--- src/sv/utt_pkg.sv ---
package utt_pkg;

   // Lead byte classes and masks.
   localparam logic [7:0] AsciiMax      = 8'h7F;
   localparam logic [7:0] ContMax       = 8'hBF;
   localparam logic [7:0] Lead2Max      = 8'hDF;
   localparam logic [7:0] Lead3Max      = 8'hEF;
   localparam logic [7:0] Lead4Max      = 8'hF7;
   localparam logic [7:0] ContMin       = 8'h80;
   localparam logic [4:0] Lead2Mask     = 5'h1F;
   localparam logic [3:0] Lead3Mask     = 4'h0F;
   localparam logic [2:0] Lead4Mask     = 3'h07;
   localparam logic [5:0] ContMask      = 6'h3F;

   // Code point limits.
   localparam logic [20:0] SurrogateLow  = 21'h00D800;
   localparam logic [20:0] SurrogateHigh = 21'h00DFFF;
   localparam logic [20:0] CodePointMax  = 21'h10FFFF;
   localparam logic [20:0] PlaneOneBase  = 21'h010000;
   localparam logic [15:0] HighSurrBase  = 16'hD800;
   localparam logic [15:0] LowSurrBase   = 16'hDC00;
   localparam logic [9:0]  SurrPayload   = 10'h3FF;

   // One decoded job handed from the front to the back.
   typedef struct packed {
      logic        pair;      // two units: high then low surrogate
      logic [15:0] unit0;     // single unit, or the high surrogate
      logic [15:0] unit1;     // low surrogate when pair is set
      logic        error;     // string failed; units are zero
      logic        eos;       // job closes the string
   } job_type;

   // Queue status seen by its neighbors.
   typedef struct packed {
      logic full;
      logic empty;
   } queue_status_type;

endpackage

--- src/sv/utf8_to_utf16_transcoder_top.sv ---
// UTF-8 to UTF-16 transcoder. Each input word carries one UTF-8 byte in
// req_tdata and marks the final byte of a string with req_tlast. Each output
// word carries one UTF-16 code unit; code points above 0xFFFF come out as a
// high then a low surrogate in consecutive words. rsp_tuser[0] marks the last
// word caused by one input byte, rsp_tuser[1] flags an invalid string, and
// rsp_tlast marks the final word of a string. An invalid string (stray or bad
// continuation byte, lead byte above 0xF7, end in mid-sequence, surrogate
// value or value above 0x10FFFF) gives a single error word with a zero unit
// on its end byte; units already sent for it must be discarded. Overlong
// forms are accepted. The block takes one byte per cycle whenever its job
// queue has room, and delivers one word per cycle while the queue holds a
// job and the receiver is ready, so a surrogate pair takes two output words;
// the first word for a byte passes through the job queue and then the output
// register. The front decoder's state update sets the input rate, and the
// output register sets the output rate.
module utf8_to_utf16_transcoder_top #(
   parameter int QUEUE_DEPTH = 4
) (
   input  logic        clock,
   input  logic        reset,
   input  logic        req_tvalid,
   output logic        req_tready,
   input  logic [7:0]  req_tdata,    // [7:0] in_byte
   input  logic        req_tlast,    // end_of_string
   output logic        rsp_tvalid,
   input  logic        rsp_tready,
   output logic [15:0] rsp_tdata,    // [15:0] utf16_unit
   output logic [1:0]  rsp_tuser,    // [0] last_of_run, [1] error
   output logic        rsp_tlast     // string_end
);
   import utt_pkg::*;

   logic             push_valid;
   job_type          push_job;
   job_type          head_job;
   queue_status_type status;
   logic             pop;

   // The front decodes bytes and writes one job per code point or failed string.
   utt_front u_front (
      .clock      (clock),
      .reset      (reset),
      .req_tvalid (req_tvalid),
      .req_tready (req_tready),
      .req_tdata  (req_tdata),
      .req_tlast  (req_tlast),
      .queue_full (status.full),
      .push_valid (push_valid),
      .push_job   (push_job)
   );

   // The queue lets the decoder run on while the output side stalls.
   utt_queue #(
      .DEPTH (QUEUE_DEPTH)
   ) u_queue (
      .clock    (clock),
      .reset    (reset),
      .push     (push_valid),
      .push_job (push_job),
      .pop      (pop),
      .head_job (head_job),
      .status   (status)
   );

   // The back expands each job into one or two registered output words.
   utt_back u_back (
      .clock      (clock),
      .reset      (reset),
      .head_job   (head_job),
      .status     (status),
      .pop        (pop),
      .rsp_tvalid (rsp_tvalid),
      .rsp_tready (rsp_tready),
      .rsp_tdata  (rsp_tdata),
      .rsp_tuser  (rsp_tuser),
      .rsp_tlast  (rsp_tlast)
   );

endmodule

--- src/sv/utt_front.sv ---
module utt_front (
   input  logic             clock,
   input  logic             reset,
   input  logic             req_tvalid,
   output logic             req_tready,
   input  logic [7:0]       req_tdata,
   input  logic             req_tlast,
   input  logic             queue_full,
   output logic             push_valid,
   output utt_pkg::job_type push_job
);
   import utt_pkg::*;

   logic [20:0] cp_ff, cp_in;
   logic [1:0]  rem_ff, rem_in;
   logic        failed_ff, failed_in;

   logic [20:0] cp_step;
   logic [1:0]  rem_step;
   logic        fail_step;
   logic        complete;
   logic        accept;
   logic [20:0] offset;
   logic        emit;
   job_type     job;

   assign accept     = req_tvalid && !queue_full;
   assign req_tready = !queue_full;

   // Decode one byte against the gathered state.
   always_comb begin
      cp_step   = cp_ff;
      rem_step  = rem_ff;
      fail_step = failed_ff;
      complete  = 1'b0;
      if (!failed_ff) begin
         if (rem_ff == 2'd0) begin
            if (req_tdata <= AsciiMax) begin
               cp_step  = {13'd0, req_tdata};
               complete = 1'b1;
            end else if (req_tdata <= ContMax) begin
               fail_step = 1'b1;
            end else if (req_tdata <= Lead2Max) begin
               cp_step  = {16'd0, req_tdata[4:0] & Lead2Mask};
               rem_step = 2'd1;
            end else if (req_tdata <= Lead3Max) begin
               cp_step  = {17'd0, req_tdata[3:0] & Lead3Mask};
               rem_step = 2'd2;
            end else if (req_tdata <= Lead4Max) begin
               cp_step  = {18'd0, req_tdata[2:0] & Lead4Mask};
               rem_step = 2'd3;
            end else begin
               fail_step = 1'b1;
            end
         end else if (req_tdata < ContMin || req_tdata > ContMax) begin
            fail_step = 1'b1;
         end else begin
            cp_step  = {cp_ff[14:0], req_tdata[5:0] & ContMask};
            rem_step = rem_ff - 2'd1;
            complete = (rem_step == 2'd0);
         end
         if (complete && ((cp_step >= SurrogateLow && cp_step <= SurrogateHigh)
                          || cp_step > CodePointMax)) begin
            fail_step = 1'b1;
            complete  = 1'b0;
         end
      end
   end

   assign offset = cp_step - PlaneOneBase;

   always_comb begin
      job.pair  = 1'b0;
      job.unit0 = cp_step[15:0];
      job.unit1 = LowSurrBase + {6'd0, offset[9:0] & SurrPayload};
      job.error = 1'b0;
      job.eos   = req_tlast;
      emit      = 1'b0;
      cp_in     = cp_step;
      rem_in    = rem_step;
      failed_in = fail_step;
      if (fail_step || !complete) begin
         // A failed string or one that ends mid-sequence gives a single error word.
         job.unit0 = 16'd0;
         job.unit1 = 16'd0;
         job.error = 1'b1;
         emit      = req_tlast;
         if (req_tlast) begin
            cp_in     = '0;
            rem_in    = '0;
            failed_in = 1'b0;
         end
      end else begin
         emit   = 1'b1;
         cp_in  = '0;
         rem_in = '0;
         if (cp_step > 21'h00FFFF) begin
            job.pair  = 1'b1;
            job.unit0 = HighSurrBase + {6'd0, offset[19:10]};
         end
      end
   end

   assign push_valid = accept && emit;
   assign push_job   = job;

   always_ff @(posedge clock) begin
      if (reset) begin
         cp_ff     <= '0;
         rem_ff    <= '0;
         failed_ff <= 1'b0;
      end else if (accept) begin
         cp_ff     <= cp_in;
         rem_ff    <= rem_in;
         failed_ff <= failed_in;
      end
   end

endmodule

--- src/sv/utt_queue.sv ---
module utt_queue #(
   parameter int DEPTH = 4
) (
   input  logic                     clock,
   input  logic                     reset,
   input  logic                     push,
   input  utt_pkg::job_type         push_job,
   input  logic                     pop,
   output utt_pkg::job_type         head_job,
   output utt_pkg::queue_status_type status
);
   import utt_pkg::*;

   localparam int PtrWidth   = (DEPTH > 1) ? $clog2(DEPTH) : 1;
   localparam int CountWidth = $clog2(DEPTH + 1);

   job_type               slot_ff [DEPTH];
   logic [PtrWidth-1:0]   wr_ptr_ff, wr_ptr_in;
   logic [PtrWidth-1:0]   rd_ptr_ff, rd_ptr_in;
   logic [CountWidth-1:0] count_ff, count_in;
   logic                  do_push, do_pop;

   assign status.full  = (count_ff == CountWidth'(DEPTH));
   assign status.empty = (count_ff == '0);
   assign do_push      = push && !status.full;
   assign do_pop       = pop && !status.empty;
   assign head_job     = slot_ff[rd_ptr_ff];

   always_comb begin
      wr_ptr_in = wr_ptr_ff;
      rd_ptr_in = rd_ptr_ff;
      count_in  = count_ff;
      if (do_push) begin
         wr_ptr_in = (wr_ptr_ff == PtrWidth'(DEPTH - 1)) ? '0 : wr_ptr_ff + 1'b1;
      end
      if (do_pop) begin
         rd_ptr_in = (rd_ptr_ff == PtrWidth'(DEPTH - 1)) ? '0 : rd_ptr_ff + 1'b1;
      end
      if (do_push && !do_pop) begin
         count_in = count_ff + 1'b1;
      end else if (do_pop && !do_push) begin
         count_in = count_ff - 1'b1;
      end
   end

   always_ff @(posedge clock) begin
      if (reset) begin
         wr_ptr_ff <= '0;
         rd_ptr_ff <= '0;
         count_ff  <= '0;
      end else begin
         wr_ptr_ff <= wr_ptr_in;
         rd_ptr_ff <= rd_ptr_in;
         count_ff  <= count_in;
      end
   end

   always_ff @(posedge clock) begin
      if (do_push) begin
         slot_ff[wr_ptr_ff] <= push_job;
      end
   end

endmodule

--- src/sv/utt_back.sv ---
module utt_back (
   input  logic                      clock,
   input  logic                      reset,
   input  utt_pkg::job_type          head_job,
   input  utt_pkg::queue_status_type status,
   output logic                      pop,
   output logic                      rsp_tvalid,
   input  logic                      rsp_tready,
   output logic [15:0]               rsp_tdata,
   output logic [1:0]                rsp_tuser,
   output logic                      rsp_tlast
);
   import utt_pkg::*;

   logic        valid_ff, valid_in;
   logic        second_ff, second_in;
   logic [15:0] unit_ff, unit_in;
   logic [1:0]  user_ff, user_in;
   logic        last_ff, last_in;
   logic        load;

   assign load = !status.empty && (!valid_ff || rsp_tready);

   always_comb begin
      valid_in  = valid_ff && !rsp_tready;
      second_in = second_ff;
      unit_in   = unit_ff;
      user_in   = user_ff;
      last_in   = last_ff;
      pop       = 1'b0;
      if (load) begin
         valid_in = 1'b1;
         if (head_job.pair && !second_ff) begin
            // High surrogate: the job stays queued for its low half.
            unit_in   = head_job.unit0;
            user_in   = 2'b00;
            last_in   = 1'b0;
            second_in = 1'b1;
         end else begin
            unit_in   = head_job.pair ? head_job.unit1 : head_job.unit0;
            user_in   = {head_job.error, 1'b1};
            last_in   = head_job.eos;
            second_in = 1'b0;
            pop       = 1'b1;
         end
      end
   end

   always_ff @(posedge clock) begin
      if (reset) begin
         valid_ff  <= 1'b0;
         second_ff <= 1'b0;
      end else begin
         valid_ff  <= valid_in;
         second_ff <= second_in;
      end
   end

   always_ff @(posedge clock) begin
      unit_ff <= unit_in;
      user_ff <= user_in;
      last_ff <= last_in;
   end

   assign rsp_tvalid = valid_ff;
   assign rsp_tdata  = unit_ff;
   assign rsp_tuser  = user_ff;
   assign rsp_tlast  = last_ff;

endmodule

--- config.mk ---
export PLATFORM = sky130hd
export DESIGN_NAME = utf8_to_utf16_transcoder_top
export DESIGN_NICKNAME = d
export VERILOG_FILES = /design/src/sv/utt_pkg.sv /design/src/sv/utf8_to_utf16_transcoder_top.sv /design/src/sv/utt_front.sv /design/src/sv/utt_queue.sv /design/src/sv/utt_back.sv
export SDC_FILE = /design/constraint.sdc
export NUM_CORES = 1
export LEC_CHECK = 0
export BUFFER_PORTS_ARGS = -buffer_cell sky130_fd_sc_hd__buf_4
export CAP_MARGIN = 20
export CORE_MARGIN = 4
export CORE_UTILIZATION = 45
export DETAILED_ROUTE_END_ITERATION = 10
export GPL_ROUTABILITY_DRIVEN = 0
export PLACE_DENSITY_LB_ADDON = 0.25
export SLEW_MARGIN = 20
export SYNTH_ARGS = -nofsm -noshare
export SYNTH_HDL_FRONTEND = slang
export SYNTH_SLANG_ARGS = --single-unit
--- constraint.sdc ---
create_clock -name clock -period 3.6 [get_ports clock]
set_input_delay 0.36 -clock clock [delete_from_list [all_inputs] [get_ports clock]]
set_output_delay 0.36 -clock clock [all_outputs]
set_load 0.02 [all_outputs]
# Yosys cells after proc, flatten, opt, wreduce, memory -nomap -nowiden
# Memories as Yosys holds them, arrays and structs flattened. A register that Yosys moved wholly into a read port is not among the register bits.
# Index checks and enable logic that the tools add are counted.
[totals] ramBits=140 ff_bits=52 latch_bits=0 n_memories=1 output_inout_bits=21 inputBits=13 elab_cells=126 mem_bits_ro=0
[classes] mux=58 eq_ne=8 bitwise_logic=0 shift=0 n_mul=0 add_sub_neg=8 reduce_logical=28 magnitude_cmp=11 div=0
[memory_table] name="u_queue.slot_ff" words=4 word_bits=35 read_ports=1 rd_ports_with_merged_regs=1 write_ports=1 line="utt_queue.sv:17" source="job_type slot_ff [DEPTH];"
[op_table] op="21-bit two-way mux" n=11
[op_table] op="16-bit two-way mux" n=3
[op_table] op="17-bit two-way mux" n=2
[op_table] op="15-bit by 11-bit adder with 16-bit output (first input constant)" n=2
[op_table] op="8-bit less-or-equal comparator (second input constant)" n=4
[op_table] op="2-bit two-way mux" n=14
[op_table] op="1-bit two-way mux" n=26
[op_table] op="21-bit by 16-bit >= comparator with 1-bit output (second input constant)" n=1
[op_table] op="21-bit by 16-bit > comparator with 1-bit output (second input constant)" n=1
[op_table] op="21-bit > comparator (second input constant)" n=1
[op_table] op="21-bit by 16-bit less-or-equal comparator with 1-bit output (second input constant)" n=1
[op_table] op="20-bit by 17-bit subtractor with 20-bit output (second input constant)" n=1
[op_table] op="1-bit logical AND" n=11
[op_table] op="8-bit > comparator (second input constant)" n=1
[op_table] op="8-bit by 7-bit less-or-equal comparator with 1-bit output (second input constant)" n=1
[op_table] op="1-bit zero test" n=8
[op_table] op="8-bit less-than comparator (second input constant)" n=1
[op_table] op="4-bit inequality test (second input constant)" n=2
[op_table] op="3-bit two-way mux" n=2
[op_table] op="6-bit inequality test (second input constant)" n=1
[op_table] op="6-bit AND reduction" n=1
[op_table] op="2-bit by 1-bit adder with 2-bit output (second input constant)" n=2
[op_table] op="2-bit == test (second input constant)" n=2
[op_table] op="2-bit zero test" n=2
[op_table] op="9 further kinds" n=12

# Depth between registers and ports, before layout
# Gate-level depths: netlist of the first run.
[logic_depth] depth_word=23 depth_mapped=14 mapped_depth_nobuf=12

# Cells and area by module
# Synthesis of the first run repeated with hierarchy kept, for this count alone.
[hier_totals] hier_cells=582 hier_area_um2=8557.0
[modules_own_cells] mod="utt_queue" seq_area_each_um2=4384.2 cells_each=233 area_per_inst_um2=5536.6 instances=1
[modules_own_cells] mod="utt_front" seq_area_each_um2=480.5 cells_each=299 area_per_inst_um2=2144.6 instances=1
[modules_own_cells] mod="utt_back" seq_area_each_um2=610.6 cells_each=50 area_per_inst_um2=875.8 instances=1

# Worst setup path before layout of the first run
# No wires, ideal clock.
[synth_path] path_type="input-to-reg" from="in req_tdata[7]" to="reg u_queue.count_ff[2]" n_path_buf=1 arrival_time_ns=3.393 setup_ns=0.071 path_stages=13 required_ns=3.529 setup_slack_ns=0.136 path_cell_list="buf_4 > or3b_4 > nor2_1 > a211o_1 > a2111oi_0 > nand2_1 > a21oi_2 > ha_1 > inv_1 > fa_1 > xor2_1 > or3_1 > a21oi_1"
[synth_via] elab_chain_cells=22 elab_cells_between_ends=47 classes_between="10 x order compare; 25 x mux; 12 x reduce/logical"
[synth_lines] item="from (decl)" line="utf8_to_utf16_transcoder_top.sv:23" source="input logic [7:0] req_tdata,"
[synth_lines] item="8-bit less-or-equal comparator" line="utt_front.sv:49" source="end else if (req_tdata <= Lead4Max) begin"
[synth_lines] item="21-bit two-way mux" line="utt_front.sv:49"
[synth_lines] item="21-bit two-way mux" line="utt_front.sv:46" source="end else if (req_tdata <= Lead3Max) begin"
[synth_lines] item="21-bit two-way mux" line="utt_front.sv:43" source="end else if (req_tdata <= Lead2Max) begin"
[synth_lines] item="21-bit two-way mux" line="utt_front.sv:41" source="end else if (req_tdata <= ContMax) begin"
[synth_lines] item="21-bit two-way mux" line="utt_front.sv:38" source="if (req_tdata <= AsciiMax) begin"
[synth_lines] item="21-bit two-way mux" line="utt_front.sv:37" source="if (rem_ff == 2'd0) begin"
[synth_lines] item="21-bit two-way mux" line="utt_front.sv:36" source="if (!failed_ff) begin"
[synth_lines] item="[7 not listed]"
[synth_lines] item="1-bit logical OR (*)" line="utt_front.sv:82" source="if (fail_step || !complete) begin"
[synth_lines] item="1-bit two-way mux (*)" line="utt_front.sv:82"
[synth_lines] item="1-bit logical AND (*)" line="utt_front.sv:104" source="assign push_valid = accept && emit;"
[synth_lines] item="1-bit logical AND (*)" line="utt_queue.sv:25" source="assign do_push = push && !status.full;"
[synth_lines] item="via u_queue.do_push" line="utt_queue.sv:21" source="logic do_push, do_pop;"
[synth_lines] item="1-bit zero test" line="utt_queue.sv:41" source="end else if (do_pop && !do_push) begin"
[synth_lines] item="1-bit logical AND" line="utt_queue.sv:41"
[synth_lines] item="2-bit nonzero test (no line)"
[synth_lines] item="to (signal assigned)" line="utt_queue.sv:54" source="count_ff <= count_in;"
[synth_lines] item="to (decl)" line="utt_queue.sv:20" source="logic [CountWidth-1:0] count_ff, count_in;"
# The timed path passes the listed nets; every way through them passes the cells marked *. The select of a mux whose other input is x is not followed.
# A chain may end at the register's enable or synchronous reset.

# Final worst setup path of the first run
[layout_path] from="reg u_front.cp_ff[16]" to="reg u_queue.count_ff[2]"
[layout_via] elab_chain_cells=21 elab_cells_between_ends=28 classes_between="3 x order compare; 14 x mux; 11 x reduce/logical"
[layout_lines] item="from (decl)" line="utt_front.sv:14" source="logic [20:0] cp_ff, cp_in;"
[layout_lines] item="from (signal assigned)" line="utt_front.sv:113" source="cp_ff <= cp_in;"
[layout_lines] item="21-bit two-way mux" line="utt_front.sv:49"
[layout_lines] item="21-bit two-way mux" line="utt_front.sv:46"
[layout_lines] item="21-bit two-way mux" line="utt_front.sv:43"
[layout_lines] item="21-bit two-way mux" line="utt_front.sv:41"
[layout_lines] item="21-bit two-way mux" line="utt_front.sv:38"
[layout_lines] item="21-bit two-way mux (*)" line="utt_front.sv:37"
[layout_lines] item="21-bit two-way mux (*)" line="utt_front.sv:36"
[layout_lines] item="21-bit by 16-bit >= comparator with 1-bit output / 21-bit by 16-bit less-or-equal comparator with 1-bit output (equally long branches)" line="utt_front.sv:62" source="if (complete && ((cp_step >= SurrogateLow && cp_step <= SurrogateHigh)"
[layout_lines] item="[6 not listed]"
[layout_lines] item="1-bit logical OR (*)" line="utt_front.sv:82"
[layout_lines] item="1-bit two-way mux (*)" line="utt_front.sv:82"
[layout_lines] item="1-bit logical AND (*)" line="utt_front.sv:104"
[layout_lines] item="1-bit logical AND (*)" line="utt_queue.sv:25"
[layout_lines] item="via u_queue.do_push" line="utt_queue.sv:21"
[layout_lines] item="1-bit zero test" line="utt_queue.sv:41"
[layout_lines] item="1-bit logical AND" line="utt_queue.sv:41"
[layout_lines] item="2-bit nonzero test (no line)"
# Marked as above.

==> summary by stage, run 1 <==
Outcome
The run finished with clean final reports.

Power and ir drop
The worst-case IR drop observed on VDD is 0.354 mV. Dividing total power by cell area gives a power density of 655 nW/um2. The reported leakage power is 3.18 nW. The post-route total power is 5.81 mW.

STA
The total count of max-transition violations in the final report came to 0. The fraction of the cycle the final worst path needs is 92.9%. Setup repair after global routing left no endpoint under its margin. The highest clock rate is 299 MHz.

Setup violations remaining at the end of the flow were counted as 0. Across the routed clock network, the largest skew measured is 8.33 ps. The slew at the pin closest to its max-slew limit is 834 ps. The final count of hold timing violations is 0. The minimum period implied by the final worst setup slack is 3340 ps. In this run the tightest slew margin relative to its limit is 44.3%.

Die
The floorplan step defined a die boundary enclosing 19200 um2. The height of the die is 139 um. 34 I/O pins were placed. In this run the horizontal extent of the chip is 139 um. The initial utilization of the core area, before any placement, comes to 46.2%. The number of placement rows is 47. The core area is 16600 um2.

Routing
The first-pass iteration count of the detailed router is 5. After detailed routing, the average wire length per cell comes to 19.7 um. The iteration-0 DRC count of the detailed router is 488. Once detail routing completed, the nets flagged for antenna violations numbered 0.

The total number of vias is 4687. After detailed routing, the number of vias per cell comes to 5.74. The routed design has 16100 um of wire. In the routed design, unresolved DRC markers number 0.

Layout
The finished layout cell area is 8870 um2. The filler cells instantiated in the layout total 1374. In the final design database the tool counted 605 nets. The count of antenna diodes in the layout is 0. The top cell types in the final layout, fill and taps aside, are sky130_fd_sc_hd__edfxtp_1, sky130_fd_sc_hd__buf_4, sky130_fd_sc_hd__nor2_1. The fraction of layout cells with a size suffix above 1 is 26.0%. Leaving out fill and tap cells, the most frequent cell in the layout is sky130_fd_sc_hd__edfxtp_1. Compared with the post-synthesis result, the final layout area differs by 15.5%. The finished layout holds 817 standard cells, fillers aside.

Yosys
The number of synthesized flops with an enable pin is 139. By area the synthesized netlist is led by sky130_fd_sc_hd__edfxtp_1, sky130_fd_sc_hd__dfxtp_1, sky130_fd_sc_hd__mux4_2. The number of nets in the synthesized netlist is 554. The biggest area consumer among synthesized cells is sky130_fd_sc_hd__edfxtp_1.

The fraction of synthesized cell area taken by the top area cell type is 54.3%. Counting flops with an async set or reset pin after synthesis yields a share of 0%. In this run, distinct cell masters in the synthesized netlist total 64. The number of warnings issued by yosys is 0. The number of standard cells after synthesis is 533. The post-synth design cell area is 7690 um2.

The number of register bits inferred by synthesis is 174. A synthesized cell averages 14.4 um2. The most used flip-flop cell after synthesis is sky130_fd_sc_hd__edfxtp_1.

For this run, the register share of the synthesized area comes to 63.4%.

GRT
For this run the aggregate overflow at the end of global routing stands at 0. The first-pass GRT wire length is 26200 um. The combined global-route utilization of all metal layers is 17.3%.

The maximum number of pins on one net before global-route repair is 35. The number of global-route vias before repair is 4649. The initial antenna violation count came to 0.

Clocking
The clock edge transition at the registers on the reported setup and hold paths is 60 ps. TritonCTS built the clock tree. Hold repair after CTS inserted 0 buffers. The number of levels in the clock H-tree is 4. In this run the clock root is driven by a sky130_fd_sc_hd__clkbuf_16.

The post-cts sizing count is 1. The number of clock buffers added by TritonCTS is 17. After clock tree synthesis, the setup repair step added 0 buffers.

At the later pin of the worst-skew pair, clock insertion delay measures 420 ps. Counting along the longest clock path gives a buffer depth of 2. For this design, the sink count on the clock tree is 174.

Setup path
The type of destination of the critical path is a flop. STA classifies the critical path startpoint as a flop. The worst endpoint required time is 3950 ps. The worst setup path is of the reg -> reg kind.

The data arrival time of the worst path is 3700 ps. In this run the worst path has a maximum fanout of 4.

Placement
After detailed placement, the design holds a cell count of 785. In this run the tool buffered the top-level ports with 33 buffer cells. Detailed placement finished with a half-perimeter wire length of 10700 um.

The cell area reported after detailed placement is 8250 um2.

Job
The number of maximum-capacitance violations is 0.

Min path
The path class of the tightest hold or removal check is in -> reg.
[report_power, final]
group	internal (mW)	leakage, nW	switching, mW
sequential	2.51	1.57	0.0932
combinational	0.599	1.31	0.753
clock	1.12	0.295	0.730
total	4.23	3.18	1.58
[sequential cells by signal, summed over array words and instances, names as in the netlist, named ones only]
name	count
u_queue.count_ff	3
u_queue.slot_ff	120
u_queue.rd_ptr_ff	2
u_front.cp_ff	21
u_back.second_ff	1
u_back.rsp_tlast	1
u_front.failed_ff	1
u_back.rsp_tdata	16
u_back.rsp_tvalid	1
u_queue.wr_ptr_ff	2
u_front.rem_ff	2
u_back.rsp_tuser	2
[stage by stage]
| stage | hold WS (ps) | setup slack, ps | util (%) | setup TNS (ps) |
|---|---|---|---|---|
| final | 204 | 257 | 53.3 | 0 |
| after global routing | 195 | 7.45 | 53.3 | 0 |
| after CTS | 188 | 54.0 | 53.2 | 0 |
| after detailed placement | 477 | -142 | 49.6 | -1390 |
| after global placement | 454 | 108 | 49.6 | 0 |
| after floorplan | 459 | 136 | - | 0 |
[critical path, stage by stage, from the launching register on]
cell and delay [ps]:
sky130_fd_sc_hd__dfxtp_1 330, sky130_fd_sc_hd__nor4_1 460, sky130_fd_sc_hd__nor2_1 100, sky130_fd_sc_hd__a211o_1 350, sky130_fd_sc_hd__a2111oi_2 450, sky130_fd_sc_hd__nand2_1 150
sky130_fd_sc_hd__a21oi_2 200, sky130_fd_sc_hd__ha_1 200, sky130_fd_sc_hd__inv_1 60, sky130_fd_sc_hd__fa_1 370, sky130_fd_sc_hd__xor2_1 160, sky130_fd_sc_hd__or3_1 310
sky130_fd_sc_hd__a21oi_1 140
[Yosys cell counts (5+ instances only)]
library cell / count
sky130_fd_sc_hd__edfxtp_1: 139
sky130_fd_sc_hd__nor2_1: 50
sky130_fd_sc_hd__nand2_1: 41
sky130_fd_sc_hd__dfxtp_1: 35
sky130_fd_sc_hd__mux4_2: 30
sky130_fd_sc_hd__a22oi_1: 19
sky130_fd_sc_hd__inv_1: 19
sky130_fd_sc_hd__o21ai_0: 14
sky130_fd_sc_hd__a21oi_1: 13
sky130_fd_sc_hd__mux2_2: 13
sky130_fd_sc_hd__clkbuf_1: 12
sky130_fd_sc_hd__mux2i_1: 12
sky130_fd_sc_hd__buf_2: 9
sky130_fd_sc_hd__a22o_1: 8
sky130_fd_sc_hd__nor3_1: 8
sky130_fd_sc_hd__ha_1: 7
sky130_fd_sc_hd__a32oi_1: 6
sky130_fd_sc_hd__and2_1: 6
sky130_fd_sc_hd__a31oi_1: 5
sky130_fd_sc_hd__nand3_1: 5
sky130_fd_sc_hd__nor2b_1: 5
[layout make-up]
class | instances | area (um2) | share of cell area, %
flip-flops and latches | 174 | 4870 | 54.9
multi-input cells | 310 | 2590 | 29.2
clock buffers | 21 | 460 | 5.19
repair buffers | 61 | 458 | 5.16
well taps | 220 | 275 | 3.10
clock inverters | 11 | 139 | 1.56
inverters | 20 | 75.1 | 0.846
[path summary, 6_finish.rpt]
| check | startpoint | endpoint | slack [ps] | cells past startpoint |
|---|---|---|---|---|
| setup / recovery | u_front.cp_ff[16] | u_queue.count_ff[2] | 260 | 12 |
| setup reg to reg | u_front.cp_ff[16] | u_queue.count_ff[2] | 260 | 12 |
| hold reg to reg | u_back.rsp_tvalid | u_back.rsp_tvalid | 480 | 2 |
| hold / removal | req_tlast | u_queue.slot_ff[1][0] | 200 | 1 |
[kinds of logic (layout without fill, tap and decap cells)]
group	after synthesis	after routing	share of synthesized area (%)
xor+xnor	2	2	0.228
buf+inv	49	113	3.19
compound gates	94	94	9.15
mux	57	57	12.6
fa+ha+maj	8	8	1.40
flops	174	174	63.4
simple gates	149	149	10.0
[layer usage]
layer,vias to the layer above,track usage [%],part of all wire (%)
li1,2158,-,-
met5,-,0,0
met2,159,27.3,49
met1,2345,24.2,45
met3,25,3.21,4.5
met4,0,6.33,1.9
Note: power is estimated with default switching activity, not from simulation.
==> run 2, diff against run 1 <==
- PLACE_DENSITY_LB_ADDON: 0.25 -> unset
- clock period: 3.6 -> 3.5 ns (I/O delays scaled with it)
==> run 2 against run 1 <==
Clock-buffer cell count down 3. Setup slack worse by 54 ps. Flip-flop and latch count unchanged. Combinational power up 4%. Via count down 1.1%. Final cell count up 1.1%. Utilization up 0.62 points. Wire length up 2.2%. Worst hold slack worse by 19 ps. Largest cell class unchanged.
==> summary by stage, run 2 (synthesis gave the netlist of run 1 again) <==
GRT
The first-pass GRT wire length is 26600 um (+1.5%). The overall overflow remaining after global route is 0 (unchanged). The number of global-route vias before repair is 4727 (+1.7%). The initial antenna violation count was 0 (unchanged).

The combined global-route utilization of all metal layers is 17.6% (+0.35 points). The maximum number of pins on one net before global-route repair is 35 (unchanged).

Routing
The post-route met1 wirelength is 7520 um (+3.7%). The first-pass iteration count of the detailed router came to 5 (unchanged). The iteration-0 DRC count of the detailed router is 322 (-34%).

The total number of vias is 4634 (-1.1%). The per-cell routed wire length is 20.0 um (+1.1%). The total met2 wirelength after detailed routing is 7870 um (+0.23%).

The via density per instance is 5.61 (-2.2%). The total length of routed met3 wires is 849 um (+18%). The post-detailed-route DRC marker count was 0 (unchanged). The total wire length after detailed routing came to 16500 um (+2.2%).

The highest layer touched by signal routing is met4. The number of nets with antenna violations after detailed routing is 0 (unchanged).

Die
The number of placement rows is 47 (unchanged). The core area is 16600 um2 (unchanged). The initial cell density of the core came to 46.2% (unchanged). The horizontal die dimension is 139 um (unchanged). The height of the die is 139 um (unchanged).

The die area came to 19200 um2 (unchanged). The I/O pin count is 34 (unchanged).

Clocking
The number of sinks driven by the clock tree was 174 (unchanged). The number of hold buffers added after cts is 0 (unchanged). The number of levels in the clock H-tree is 4 (unchanged). The root buffer cell chosen for the clock tree is sky130_fd_sc_hd__clkbuf_16.

The maximum buffer depth of the clock tree was 2 (unchanged). The clock network latency to the later pin of the worst-skew pair came to 420 ps (about the same). The number of buffers added by the clock tree synthesis step was 17 (unchanged). The clock edge transition at the registers on the reported setup and hold paths came to 60 ps (about the same). The post-CTS setup buffer count is 0 (unchanged). TritonCTS built the clock tree.

STA
The minimum period implied by the final worst setup slack came to 3300 ps (-46.1 ps). The highest clock rate is 303 MHz (+1.4%). The total count of max-transition violations in the final report is 0 (unchanged). The final count of hold timing violations came to 0 (unchanged).

The worst hold slack across all endpoints came to 185 ps (-18.7 ps). The fraction of the cycle the final worst path needs is 94.2% (+1.3 points). The slew at the pin closest to its max-slew limit was 828 ps (-5.75 ps). The worst slew margin relative to its limit was 44.7% (+0.38 points). The final setup violation count is 0 (unchanged).

The clock skew is 7.03 ps (-1.30 ps).

Layout
Leaving out fill and tap cells, the most frequent cell in the layout is sky130_fd_sc_hd__edfxtp_1. The fraction of layout cells with a size suffix above 1 was 27.1% (+1.1 points). The sequential cell area is 4870 um2 (unchanged). The number of standard cells in the final layout excluding fillers is 826 (+1.1%). The count of antenna diodes in the layout is 0 (unchanged).

The multi-input combinational cell area was 2580 um2 (-0.43%). The register bank with the most flops is u_queue.slot_ff. The net count of the finished layout is 614 (+1.5%).

The number of flip-flops under the largest register name is 120 (unchanged). The area overhead of the layout relative to synthesis is 16.8%. The finished layout cell area came to 8980 um2 (+1.2%). The number of fill cells is 1382 (+0.58%).

The fraction of the core area covered by cells at the end of the flow is 53.9% (+0.62 points). The library cells used most frequently in the layout, excluding fill and tap cells, are sky130_fd_sc_hd__edfxtp_1, sky130_fd_sc_hd__buf_4, sky130_fd_sc_hd__nor2_1.

Setup path
The worst endpoint required time is 3850 ps (-100 ps). The kind of critical path is reg -> reg. The type of destination of the critical path is a flop. The data arrival time of the worst path is 3650 ps (-50 ps).

The reg-to-reg critical path endpoint is u_queue.count_ff[2]. The minimum setup slack among reg-to-reg paths is 200 ps (-50 ps). The worst register-to-register path begins at u_front.cp_ff[17].

The worst stage delay on the critical path is 380 ps (-80 ps). The critical-path cell with the highest stage delay is sky130_fd_sc_hd__fa_1. The maximum fanout along the worst path is 4 (unchanged). STA classifies the critical path startpoint as a flop. The most prevalent standard cell on the critical path is sky130_fd_sc_hd__buf_4.

The critical path goes through nor4_2 > buf_4 > nor2_1 > a211o_1 > a2111oi_2 > buf_4 > nand2_1 > a21oi_2 > ha_1 > inv_1 > fa_1 > xor2_1 > or3_1 > a21oi_1. The length in cells of the worst reg-to-reg path came to 14 (+2).

Power and ir drop
The post-route total power came to 5.98 mW (+2.9%). The worst vdd rail ir drop was 0.385 mV (+8.8%). The reported leakage power is 3.22 nW (+1.4%).

The power per cell area came to 666 nW/um2 (+1.7%).

Min path
The cell depth of the worst min-delay path is 1 (unchanged). The worst hold path startpoint is req_tlast. The worst hold-check path type is in -> reg.

The end point of the worst hold path is u_queue.slot_ff[2][0].

Placement
The placed cell count is 794 (+1.1%). The number of buffer cells added on primary ports came to 33 (unchanged). The cell area reported after detailed placement was 8370 um2 (+1.4%). The half-perimeter wire length after detailed placement is 10900 um (+1.9%).

Outcome
The run finished with clean final reports.

Job
The number of maximum-capacitance violations was 0 (unchanged).
[run 2: cell types whose count changed in the layout (fill, tap and decap cells not counted), sizes merged]
cell      before  now
buf           61   70
clkbuf        21   18
clkinvlp       1    3
inv           21   22
[run 2: layout make-up]
cell class,instances,area share (%)
tap,220,3.07
clock inverter,14,1.85
inverter,20,0.836
multi-input combinational,310,28.8
timing repair buffer,70,6.41
clock buffer,18,4.78
sequential,174,54.3
[run 2: layer usage]
metal / track usage [%] / up-vias
met4: 5.97 / 0
li1: - / 2169
met3: 3.48 / 21
met5: 0 / -
met2: 27.9 / 144
met1: 24.7 / 2300
[run 2: critical path: cells and delay by family (launching register included)]
| family | cells | cell delay (ps) |
|---|---|---|
| simple gates | 4 | 700 |
| fa+ha+maj | 2 | 590 |
| xor+xnor | 1 | 160 |
| flops | 1 | 330 |
| compound gates | 4 | 1030 |
| buf+inv | 3 | 400 |
[run 2: worst max path at each step]
stage | slack [ps] | to | depth (start not counted) | start
global placement | 150 | u_queue.slot_ff[0][31] | 13 | req_tdata[7]
global route | -30 | u_queue.count_ff[2] | 14 | u_front.cp_ff[16]
detailed placement | 40 | u_queue.count_ff[2] | 15 | req_tdata[7]
CTS | 20 | u_queue.count_ff[2] | 14 | u_front.cp_ff[17]
finish | 200 | u_queue.count_ff[2] | 14 | u_front.cp_ff[17]
floorplan | 50 | u_queue.count_ff[2] | 13 | req_tdata[7]
[run 2: power by group]
group          switching (mW)  internal, mW
sequential             0.0951          2.58
clock                   0.776          1.12
combinational           0.773         0.631
[run 2: metrics by stage]
stage	setup slack, ps	TNS [ps]
2_1_floorplan	46.5	0
4_1_cts	22.8	0
5_1_grt	-25.7	-25.7
3_3_place_gp	155	0
3_5_place_dp	39.7	0
6_report	203	0
[run 2: timing repair]
| action | in CTS | in global routing |
|---|---|---|
| hold endpoints to repair | 0 | 0 |
| gates resized for setup | 0 | 4 |
| setup endpoints to repair | 0 | 21 |
==> run 3, diff against run 2 <==
==> constraint.sdc (replaced) <==
create_clock -name clock -period 3.5 [get_ports clock]
set_input_delay 0.175 -clock clock [delete_from_list [all_inputs] [get_ports clock]]
set_output_delay 0.175 -clock clock [all_outputs]
set_load 0.02 [all_outputs]
==> run 3 against run 2 <==
Total power is 1.5% higher. Design area down 0.45%. Worst hold slack got worse by 170 ps. Clock-buffer cell count stayed put. Combinational power hardly changed. Clock power increased by 5%. Critical endpoint is now u_queue.slot_ff[3][21].
==> summary by stage, run 3 (synthesis gave the netlist of run 1 again) <==
Outcome
The run finished with clean final reports.

Min path
In this run the worst hold path is classified as in -> reg. The end point of the worst hold path is u_queue.slot_ff[2][0]. The cell depth of the worst min-delay path is 1 (unchanged). In this run the most critical hold path is launched from req_tlast.

GRT
The number of global-route vias before repair is 4839 (+2.4%). The first-pass GRT wire length came to 26800 um (+0.73%). The maximum number of pins on one net before global-route repair is 35 (unchanged). The combined global-route utilization of all metal layers came to 17.6% (-0.049 points). The initial antenna violation count is 0 (unchanged). The overall overflow remaining after global route is 0 (unchanged).

Placement
The half-perimeter wire length after detailed placement came to 10800 um (-0.42%). The placed cell count came to 792 (-0.25%). The cell area reported after detailed placement was 8300 um2 (-0.78%). The number of buffer cells added on primary ports is 33 (unchanged).

STA
The final count of hold timing violations is 0 (unchanged). The worst slew margin relative to its limit was 44.9% (+0.14 points). The highest clock rate is 302 MHz (-0.31%). The minimum period implied by the final worst setup slack is 3310 ps (+10.2 ps).

The total count of max-transition violations in the final report is 0 (unchanged). The sum of negative setup slack came to 0 ps (unchanged). The clock skew is 8.31 ps (+1.28 ps). The fraction of the cycle the final worst path needs came to 94.5% (+0.29 points). Setup repair after global routing left no endpoint under its margin. The final setup violation count is 0 (unchanged). The slew at the pin closest to its max-slew limit was 826 ps (-2.15 ps).

Setup path
The critical-path cell with the highest stage delay is sky130_fd_sc_hd__o31ai_1. The kind of critical path is reg -> reg. The number of buffers and inverters on the critical path is 2 (-1). The launching point of the worst reg2reg path is u_front.rem_ff[1].

The type of destination of the critical path is a flop. The length in cells of the worst reg-to-reg path is 9 (-5). The worst endpoint required time is 3690 ps (-160 ps).

The minimum setup slack among reg-to-reg paths is 190 ps (about the same). The cell that appears most often on the critical path is sky130_fd_sc_hd__buf_4. The reg-to-reg critical path endpoint is u_queue.slot_ff[3][21]. The worst stage delay on the critical path came to 470 ps (+90 ps). The critical path goes through or2_1 > a21o_1 > buf_4 > o31ai_1 > nand2_1 > nor4_4 > mux2i_2 > buf_4 > mux2i_1. Grouping stages by cell kind, the critical path spends the most delay in simple AND/OR/NAND/NOR gates. STA classifies the critical path startpoint as a flop. The data arrival time of the worst path was 3500 ps (-150 ps). The maximum fanout along the worst path is 7 (+3).

Job
The number of maximum-capacitance violations came to 0 (unchanged).

Die
The height of the die is 139 um (unchanged). The number of placement rows is 47 (unchanged). The die area is 19200 um2 (unchanged). The horizontal die dimension is 139 um (unchanged). The initial cell density of the core is 46.2% (unchanged). The I/O pin count came to 34 (unchanged). The core area is 16600 um2 (unchanged).

Power and ir drop
The reported leakage power is 3.23 nW (about the same). The worst vdd rail ir drop is 0.361 mV (-6.2%). The power per cell area is 679 nW/um2 (+1.9%).

Routing
The post-detailed-route DRC marker count was 0 (unchanged). The first-pass iteration count of the detailed router is 5 (unchanged). The total number of vias is 4714 (+1.7%). The total wire length after detailed routing is 16300 um (-0.84%). The iteration-0 DRC count of the detailed router came to 363 (+13%). The per-cell routed wire length is 19.9 um (-0.48%). The number of nets with antenna violations after detailed routing was 0 (unchanged). The via density per instance is 5.73 (+2.1%).

Clocking
The clock edge transition at the registers on the reported setup and hold paths is 60 ps (about the same). The number of buffers added by the clock tree synthesis step is 17 (unchanged). TritonCTS built the clock tree. The CTS root buffer is sky130_fd_sc_hd__clkbuf_16. The maximum buffer depth of the clock tree was 2 (unchanged). The clock network latency to the later pin of the worst-skew pair is 420 ps (about the same). The number of levels in the clock H-tree is 4 (unchanged). The number of sinks driven by the clock tree is 174 (unchanged).

Layout
The fraction of the core area covered by cells at the end of the flow is 53.7% (-0.24 points). The finished layout cell area is 8940 um2 (-0.45%). The register bank with the most flops is u_queue.slot_ff. The fraction of layout cells with a size suffix above 1 is 26.7% (-0.36 points).

In the layout the commonest cells are sky130_fd_sc_hd__edfxtp_1, sky130_fd_sc_hd__buf_4, sky130_fd_sc_hd__nor2_1. The net count of the finished layout is 612 (-0.33%). The number of flip-flops under the largest register name is 120 (unchanged).

The library cell used most frequently in the layout, excluding fill and tap cells, is sky130_fd_sc_hd__edfxtp_1. The number of standard cells in the final layout excluding fillers is 823 (-0.36%). The area overhead of the layout relative to synthesis is 16.3%. The count of antenna diodes in the layout was 0 (unchanged).
[run 3: changes by cell type in the layout (fill, tap and decap cells not counted), moves of 2 or more]
cell | previous run | this run
sky130_fd_sc_hd__buf_12 | 4 | 0
sky130_fd_sc_hd__buf_4 | 66 | 68
sky130_fd_sc_hd__bufinv_16 | 3 | 5
sky130_fd_sc_hd__clkinv_2 | 3 | 5
sky130_fd_sc_hd__clkinv_4 | 2 | 0
sky130_fd_sc_hd__clkinvlp_4 | 3 | 1
[run 3: how the worst max path moves through the flow]
stage	startpoint	endpoint	slack, ps	cells past startpoint
after floorplan	u_front.cp_ff[16]	u_queue.count_ff[2]	120	12
after global placement	u_front.rem_ff[1]	u_queue.slot_ff[1][21]	80	9
after detailed placement	u_front.rem_ff[0]	u_queue.slot_ff[1][21]	-50	9
after CTS	u_front.cp_ff[16]	u_queue.count_ff[2]	10	12
after global routing	u_front.rem_ff[1]	u_queue.slot_ff[3][27]	20	12
final	u_front.rem_ff[1]	u_queue.slot_ff[3][21]	190	9
[run 3: what timing repair did]
action | 4_1_cts | 5_1_grt
buffers inserted | 0 | 0
hold buffers | 0 | 0
pin swaps | 0 | 0
resized for setup | 1 | 4
endpoints found under the setup margin | 16 | 17
[run 3: area by class of cell]
cell class / count / area, um2
fill: 1341 / 7700
sequential: 174 / 4870
multi-input combinational: 310 / 2580
timing repair buffer: 68 / 510
clock buffer: 18 / 429
tap: 220 / 275
clock inverter: 13 / 195
inverter: 20 / 75.1
[run 3: per-stage QoR]
stage                     hold slack (ps)  total power [mW]  worst slack (ps)
after floorplan                       274              3.67               115
after global placement                444              4.11              79.9
after detailed placement              451              4.14             -50.8
after CTS                            6.32              6.13              9.78
after global routing                 11.1              6.36              22.9
final                                20.1              6.07               193
[run 3: report_power, final]
part	switching (mW)	internal [mW]	leakage [nW]
clock	0.739	1.25	0.307
sequential	0.0936	2.58	1.57
combinational	0.778	0.619	1.35
[run 3: per-layer routing]
| layer | global-route usage (%) | part of all wire [%] | vias to the layer above |
|---|---|---|---|
| met5 | 0 | 0 | - |
| met4 | 5.92 | 1.7 | 0 |
| met3 | 3.93 | 5.0 | 25 |
| met2 | 28.8 | 49 | 149 |
| met1 | 23.5 | 45 | 2372 |
| li1 | - | - | 2168 |
